$ cat src/hdl/gcd_pkg.sv
// Shared types, constants and tables for the great-circle distance pipeline.
// Used by every module under hdl/; depends on nothing.
package gcd_pkg;

  localparam int CORDIC_STEPS = 32;
  localparam int STEP_W       = $clog2(CORDIC_STEPS);

  localparam int ANG_W     = 32;  // angle magnitude, 5e-8 degree
  localparam int U_W       = 31;  // folded angle, at most a quarter turn
  localparam int DIV_CELLS = 2;   // remainder corrections after the reciprocal estimate
  localparam int DREM_W    = 34;
  localparam int SQ_STEPS  = 64;
  localparam int SQ_STEP_W = 6;
  localparam int ROOT_W    = 61;
  localparam int REM_W     = 66;
  localparam int DIST_W    = 35;

  localparam int QM_LAT   = 5;
  localparam int SC_LAT   = 7 + DIV_CELLS + CORDIC_STEPS;
  localparam int PIPE_LAT = 1 + SC_LAT + 2 * QM_LAT + 2 + SQ_STEPS + CORDIC_STEPS + 1 + QM_LAT;

  localparam logic [63:0] PI_Q60    = 64'h3243F6A8885A308D;
  localparam logic [63:0] GAIN_Q60  = 64'd700114967507363210;
  localparam logic [63:0] ONE_Q60   = 64'd1 << 60;
  localparam logic [63:0] RADIUS_MM = 64'd6371000000;

  localparam logic [ANG_W-1:0] HALF_TURN    = 32'd3600000000;
  localparam logic [ANG_W-1:0] QUARTER_TURN = 32'd1800000000;

  // PI_Q60 = RAD_K * HALF_TURN + RAD_R, so u*PI/D = u*K + (u*R)/D
  localparam logic [63:0] RAD_K64 = PI_Q60 / 64'd3600000000;
  localparam logic [63:0] RAD_R64 = PI_Q60 % 64'd3600000000;
  localparam logic [29:0] RAD_K   = RAD_K64[29:0];
  localparam logic [31:0] RAD_R   = RAD_R64[31:0];

  // floor(2^63 / HALF_TURN); the quotient estimate is low by at most two
  localparam logic [63:0] RECIP64 = (64'd1 << 63) / 64'd3600000000;
  localparam logic [31:0] RECIP   = RECIP64[31:0];

  typedef logic signed [63:0]            q60_t;
  typedef logic [STEP_W-1:0]             cstep_t;
  typedef logic [SQ_STEP_W-1:0]          sqstep_t;
  typedef logic [CORDIC_STEPS-1:0][63:0] atan_tab_t;

  typedef struct packed {
    q60_t x;
    q60_t y;
    q60_t z;
  } cordic_t;

  typedef struct packed {
    logic [REM_W-1:0]  rem;
    logic [ROOT_W-1:0] root;
    logic [ROOT_W-1:0] v;
  } sq_t;

  typedef struct packed {
    logic [DREM_W-1:0] rem;
    logic [U_W-1:0]    quo;
  } div_t;

  // atan(2^-i) in Q60 from the Q62 series, rounded
  function automatic atan_tab_t atan_build();
    atan_tab_t   t;
    logic [63:0] sum;
    logic [63:0] term;
    t = '0;
    for (int i = 0; i < CORDIC_STEPS; i++) begin
      if (i == 0) begin
        t[i] = (PI_Q60 + 64'd2) >> 2;
      end else begin
        sum = '0;
        for (int k = 0; (2 * k + 1) * i <= 62; k++) begin
          term = (64'd1 << (62 - (2 * k + 1) * i)) / 64'(2 * k + 1);
          if (k % 2 == 1) sum = sum - term;
          else sum = sum + term;
        end
        t[i] = (sum + 64'd2) >> 2;
      end
    end
    return t;
  endfunction

  localparam atan_tab_t ATAN_TAB = atan_build();

endpackage

$ cat src/hdl/gcd_sqrt_cell.sv
// One digit step of a restoring integer square root of (v << 60), registered.
// Depends on gcd_pkg.
module gcd_sqrt_cell (
  input  logic             clk,
  input  logic             en,
  input  gcd_pkg::sqstep_t step_i,
  input  gcd_pkg::sq_t     s_i,
  output gcd_pkg::sq_t     s_o
);

  gcd_pkg::sq_t             s_r, s_nxt;
  logic [67:0]              vpad;
  logic [5:0]               off;
  logic [1:0]               pair;
  logic [gcd_pkg::REM_W-1:0] cur, trial;
  logic                     ge;

  always_comb begin
    // low 60 bits of the radicand are zero
    vpad  = 68'(s_i.v);
    off   = step_i - 6'd30;
    pair  = (step_i >= 6'd30) ? 2'(vpad >> {off, 1'b0}) : 2'b00;
    cur   = {s_i.rem[gcd_pkg::REM_W-3:0], pair};
    trial = gcd_pkg::REM_W'({s_i.root, 2'b01});
    ge    = cur >= trial;
    s_nxt.rem  = ge ? cur - trial : cur;
    s_nxt.root = {s_i.root[gcd_pkg::ROOT_W-2:0], ge};
    s_nxt.v    = s_i.v;
  end

  always_ff @(posedge clk) begin
    if (en) s_r <= s_nxt;
  end

  assign s_o = s_r;

endmodule

$ cat config.mk
export PLATFORM = sky130hd
export DESIGN_NAME = gcd_sqrt_cell
export DESIGN_NICKNAME = d
export VERILOG_FILES = /design/src/hdl/gcd_pkg.sv /design/src/hdl/gcd_sqrt_cell.sv
export SDC_FILE = /design/constraint.sdc
export NUM_CORES = 1
export LEC_CHECK = 0
export ABC_AREA = 1
export BUFFER_PORTS_ARGS = -buffer_cell sky130_fd_sc_hd__buf_2
export CELL_PAD_IN_SITES_DETAIL_PLACEMENT = 0
export CELL_PAD_IN_SITES_GLOBAL_PLACEMENT = 1
export CORE_ASPECT_RATIO = 0.6
export CORE_MARGIN = 3
export CORE_UTILIZATION = 34
export CTS_CLUSTER_SIZE = 8
export DETAILED_ROUTE_END_ITERATION = 10
export PLACE_DENSITY_LB_ADDON = 0.1
export SLEW_MARGIN = 20
export SYNTH_ARGS = -nofsm -noshare
export SYNTH_HDL_FRONTEND = slang
export SYNTH_SLANG_ARGS = --single-unit
$ cat constraint.sdc
create_clock -name clk -period 3.85 [get_ports clk]
set_input_delay 0.77 -clock clk [delete_from_list [all_inputs] [get_ports clk]]
set_output_delay 0.77 -clock clk [all_outputs]
set_load 0.01 [all_outputs]
==> flow_summary.json, run 1 <==
{
  "outcome": "finished clean",
  "min-delay-start": "s_i[46]",
  "worst-setup-path-type": "input pin to flop",
  "critPathLaunchType": "input pin",
  "ctsLongestPathBuffers": 2,
  "drv_slew": 0,
  "critPathSlowestCell": "a21oi_4",
  "antenna_found_initial": 4,
  "io_buffer_count": 381,
  "crit_family": "compound AO/OA/AOI/OAI gates",
  "wire_per_inst_microns": 19.4,
  "crit_start": "step_i[0]",
  "ir_drop_uv": 317,
  "path_cells": "buf_6 > buf_8 > nor2_1 > nor2_1 > o21ai_1 > nand3_1 > nand3_1 > nand3_1 > nand3_2 > ha_2 > inv_1 > nand3_1 > nand2_2 > a21oi_4 > o21ai_4 > a21oi_4 > o21ai_4 > buf_4 > a21oi_2 > o21ai_1 > buf_4 > xnor2_1 > o21ai_2",
  "cp_num_buf_inv": 5,
  "routabilityCongestion": 0.893,
  "crit_fanout": 7,
  "synth_edf_count": 188,
  "area_delta_synth_final_pct": 32.4,
  "critPathCaptureType": "flop",
  "hold_viol": 0,
  "ant_nets": 0,
  "netlist.area_leader.share_pct": 47.6,
  "num_rows": 52,
  "grt_overflow": 0,
  "whs_endpoint": "s_o[46]",
  "synth_ff_type": "edfxtp_1",
  "grt_pass1_wl_microns": 64000,
  "die_w_microns": 247,
  "drt-pass1-iter-count": 5,
  "hold_depth": 1,
  "grt_pass1_vias": 10482,
  "rsz0062_at_grt": "no",
  "vias": 11378,
  "fin_util_pct": 46.2,
  "pwr_density_cell_nw_per_um2": 396,
  "syn_inst": 1380,
  "yosysWarningCount": 0,
  "grt_max_degree": 60,
  "setup_viol": 0,
  "drtIter0Drc": 872,
  "synth_commonest_cells": "nand2_1, inv_1, edfxtp_1, nor2_1, a21oi_1",
  "synth_most_common_cell": "nand2_1",
  "syn-cell-area_sq_um": 11900,
  "root_buffer": "clkbuf_16",
  "cts_sinks": 188,
  "crit_top_cell": "nand3_1",
  "grtUsageTotal_pct": 23.3,
  "synth_area_per_cell_sq_um": 8.60,
  "power_mw": 6.22,
  "hpwl_microns": 36900,
  "yosysTopAreaCell": "edfxtp_1",
  "hold_path.class": "input pin to flop",
  "ys_async_sr_fraction_pct": 0,
  "dieHeight_microns": 151,
  "p_leak_nw": 7.10,
  "ys_ff_latch": 188,
  "slew_headroom_pct": 39.5,
  "totalWireLength_microns": 44900,
  "start_util_pct": 34.9,
  "largest_register_ffs": 188,
  "synth_area_leaders": "edfxtp_1, nand2_1, ha_1",
  "htree_levels": 4,
  "die_area_sq_um": 37300,
  "cap_violations": 0,
  "fmax_ghz": 0.268,
  "core_area_sq_um": 34000,
  "fillers": 3472,
  "yosysSeqAreaShare_pct": 47.6,
  "synth_cell_types": 46,
  "nNetsFinal": 2108,
  "cts_tree": "done",
  "critPathMaxStageDelay_ps": 270,
  "period_share_pct": 96.7,
  "required_ps": 4060,
  "drc": 0,
  "critPathArrivalTime_ps": 3930,
  "syn_nets": 1640,
  "cts_made_buffers": 17,
  "finalCriticalPeriod_ps": 3720,
  "worst_pin_slew_ps": 885,
  "final_layout_size_suffix_gt1_share_pct": 30.0,
  "cts.clk_slew.worst_paths_ps": 90,
  "holdBufCountCts": 0,
  "routed_via_density": 4.90,
  "io-pin-count": 384
}
[cell usage in the layout (no fill, tap or decap), drive strengths merged]
cell type,Yosys,routed
a21oi,109,109
buf,22,466
o311ai,1,1
o221ai,1,1
a31o,1,1
nand3b,7,7
clkbuf,1,21
a31oi,9,9
a21boi,2,2
nor4,3,3
clkinvlp,0,2
a2111oi,1,1
nand2,284,284
xnor2,26,26
mux2i,1,1
o211ai,6,6
diode,0,2
nor2,171,171
ha,64,64
clkinv,1,9
or2,5,5
nand3,67,67
o211a,1,1
o21ai,123,123
and3,1,1
o21bai,3,3
o2111ai,1,1
inv,206,213
a211oi,2,2
xor2,21,21
a21o,4,4
edfxtp,188,188
nand4,9,9
a221oi,3,3
o21a,22,22
nor3,14,14
[metrics by stage]
step | cell area [sq um] | hold slack (ps) | cells | TNS, ps | worst slack, ps
6_report | 15700 | 494 | 2322 | 0 | 125
5_1_grt | 15700 | 466 | 2322 | 0 | 5.21
4_1_cts | 15500 | 463 | 2313 | 0 | 51.5
3_5_place_dp | 14900 | 964 | 2280 | -30370 | -599
3_3_place_gp | 14900 | 963 | 2280 | -24270 | -543
2_1_floorplan | 11900 | 869 | 1380 | 0 | 73.9
[layer usage]
metal / global-route usage (%) / vias up / part of all wire (%)
met5: 0 / - / 0.029
met4: 4.55 / 2 / 0.81
met3: 4.56 / 25 / 8.6
met2: 30.5 / 425 / 38
met1: 38.4 / 5324 / 53
li1: - / 5602 / -
[cell type report]
type	count	area, sq um	area share (%)
inverters	207	803	5.11
multi-input cells	962	5330	34.0
flip-flops and latches	188	5650	35.9
diodes	2	5.00	0.0319
repair inverters	2	16.3	0.104
clock inverters	15	189	1.20
repair buffers	470	2720	17.3
well taps	459	574	3.66
clock buffers	17	425	2.71
[power by group]
group	switching, mW	internal, mW
sequential	0.0529	2.53
combinational	1.09	0.708
clock	0.955	0.888
[cell families after synthesis]
group	Yosys count	synth area share [%]
and+or+nand+nor	561	19.4
AOI/OAI and AO/OA	289	14.6
buffers and inverters	230	8.07
DFF	188	47.6
adders and majority gates	64	6.75
xor gates and xnor gates	47	3.47
muxes	1	0.0843
[what timing repair did]
item | in CTS | in global routing
setup endpoints to repair | 11 | 65
gates resized for setup | 8 | 28
gates cloned | 0 | 5
setup buffers | 1 | 2
pin swaps | 2 | 10
[how the worst max path moves through the flow]
stage               endpoint  slack, ps  cells after the start
floorplan           s_o[129]         70                     24
global placement    s_o[182]       -540                     24
detailed placement  s_o[185]       -600                     24
CTS                 s_o[141]         50                     27
global route        s_o[182]          5                     25
finish              s_o[152]        130                     23
No activity file was read; power rests on OpenSTA's default activity.
==> run 2: changes to the inputs <==
--- a/config.mk
+++ b/config.mk
@@ -11,7 +11,7 @@
 export CELL_PAD_IN_SITES_GLOBAL_PLACEMENT = 1
 export CORE_ASPECT_RATIO = 0.6
 export CORE_MARGIN = 3
-export CORE_UTILIZATION = 34
+export CORE_UTILIZATION = 38
 export CTS_CLUSTER_SIZE = 8
 export DETAILED_ROUTE_END_ITERATION = 10
 export PLACE_DENSITY_LB_ADDON = 0.1
==> constraint.sdc (replaced) <==
create_clock -name clk -period 4.05 [get_ports clk]
set_input_delay 0.81 -clock clk [delete_from_list [all_inputs] [get_ports clk]]
set_output_delay 0.81 -clock clk [all_outputs]
set_load 0.01 [all_outputs]
==> run 2 against run 1 <==
Compared with the run above:
- final area is 1.3% lower
- global-route usage is 1.5 points higher
- die area is 10% lower
- sequential cell count stayed put
- sequential share of layout area is 0.49 points higher
- combinational power is 7% lower
- highest routed layer unchanged
==> flow_summary.json, run 2 (synthesis gave the netlist of run 1 again) <==
{
  "outcome": "finished clean",
  "io_buffer_count": 381,
  "cts_made_buffers": 17,
  "drc": 0,
  "totalWireLength_microns": 42500,
  "grtUsageTotal_pct": 24.8,
  "critPathMaxStageDelay_ps": 220,
  "place_ws_ps": -372,
  "fin_util_pct": 51.1,
  "power_mw": 5.89,
  "worst-setup-path-type": "input pin to flop",
  "htree_levels": 4,
  "grt_overflow": 0,
  "placed_cell_area_sq_um": 14700,
  "area_delta_synth_final_pct": 30.6,
  "dieHeight_microns": 143,
  "routed_via_density": 5.03,
  "period_share_pct": 95.6,
  "wl_met1_microns": 22400,
  "ant_nets": 0,
  "stdcell_count": 2248,
  "met2WireLength_microns": 15800,
  "final_cell_mix": "buf_2, nand2_1, inv_1",
  "drv_slew": 0,
  "cap_violations": 0,
  "hpwl_microns": 34900,
  "final_cell_area_sq_um": 15500,
  "die_area_sq_um": 33500,
  "setup_viol": 0,
  "path_cells": "clkbuf_4 > clkinvlp_4 > nor2_1 > o21ai_0 > nand3_1 > nand3_1 > nand3_1 > nand3_2 > ha_2 > inv_1 > nand3_1 > nand2_2 > a21oi_4 > o21ai_4 > a21oi_4 > o21ai_4 > a21oi_4 > o21ai_4 > nand2_2 > nand2_4 > buf_4 > buf_12 > nor2_1 > a31oi_1",
  "cts.clk_slew.worst_paths_ps": 90,
  "finalWorstSetupSlack_ps": 179,
  "critPathLaunchType": "input pin",
  "final_common_cell": "buf_2",
  "critPathCaptureType": "flop",
  "wire_per_inst_microns": 18.9,
  "wl_met3_microns": 3730,
  "fmax_ghz": 0.258,
  "finalCriticalPeriod_ps": 3870,
  "maxUsedRoutingLayer": "met5",
  "hold_path.class": "input pin to flop",
  "crit_fanout": 16,
  "num_rows": 49,
  "slew_headroom_pct": 47.3,
  "critPathArrivalTime_ps": 4170,
  "pwr_density_cell_nw_per_um2": 380,
  "timing.setup.tns_ps": 0,
  "core_area_sq_um": 30300,
  "io-pin-count": 384,
  "dp_cells": 2212,
  "ctsLongestPathBuffers": 2,
  "drt-pass1-iter-count": 5,
  "start_util_pct": 39.1,
  "worst_pin_slew_ps": 782,
  "grt_pass1_wl_microns": 61900,
  "vias": 11312,
  "ir_drop_uv": 229,
  "p_leak_nw": 7.01,
  "drtIter0Drc": 870,
  "cts_sinks": 188,
  "grt_pass1_vias": 10507,
  "die_w_microns": 234,
  "whs_ps": 528,
  "rsz0062_at_grt": "no",
  "nNetsFinal": 2087,
  "largest_register_ffs": 188,
  "antenna_found_initial": 4,
  "critPathSlowestCell": "clkinvlp_4",
  "root_buffer": "clkbuf_16",
  "hold_viol": 0,
  "cts_tree": "done",
  "grt_max_degree": 74,
  "antenna_cells": 0,
  "required_ps": 4350,
  "routabilityCongestion": 0.910,
  "final_layout_size_suffix_gt1_share_pct": 29.5,
  "crit_top_cell": "nand3_1"
}
-- run 2: cell types whose count changed in the layout (fill, tap and decap cells not counted), moves of 2 or more --
| cell | previous run | this run |
|---|---|---|
| a21oi_1 | 103 | 100 |
| a21oi_2 | 3 | 5 |
| buf_12 | 4 | 9 |
| buf_4 | 79 | 58 |
| buf_6 | 3 | 0 |
| buf_8 | 2 | 0 |
| clkinv_8 | 7 | 4 |
| diode_2 | 2 | 0 |
| inv_2 | 0 | 2 |
| inv_6 | 7 | 4 |
| inv_8 | 2 | 4 |
-- run 2: layout make-up --
class                      count  area (sq um)
timing repair inverter         1          7.51
fill                        2985         14800
sequential                   188          5650
clock inverter                15           191
multi-input combinational    962          5350
timing repair buffer         450          2580
inverter                     207           786
tap                          408           510
clock buffer                  17           425
-- run 2: repair_timing --
action	4_1_cts	5_1_grt
endpoints found under the setup margin	0	62
gates resized for setup	0	26
hold buffers	0	0
setup buffers	0	1
-- run 2: final timing paths --
path | from | to | slack [ps] | cells after the start
setup / recovery | step_i[1] | s_o[158] | 180 | 24
hold / removal | s_i[48] | s_o[48] | 530 | 1
-- run 2: per-layer routing --
metal	vias up	track usage, %
met5	-	0
met4	6	4.92
met3	37	5.94
met2	409	32.6
met1	5311	40.3
li1	5549	-
-- run 2: critical path, delay by kind of cell --
kind / cells / cell delay, ps
and+or+nand+nor: 10 / 1070
buffers and inverters: 5 / 850
AOI/OAI and AO/OA: 8 / 1200
adders and majority gates: 1 / 210
-- run 2: report_power, final --
| part | switching [mW] | internal (mW) |
|---|---|---|
| sequential | 0.0496 | 2.40 |
| combinational | 1.02 | 0.655 |
| clock | 0.867 | 0.892 |
| total | 1.94 | 3.95 |
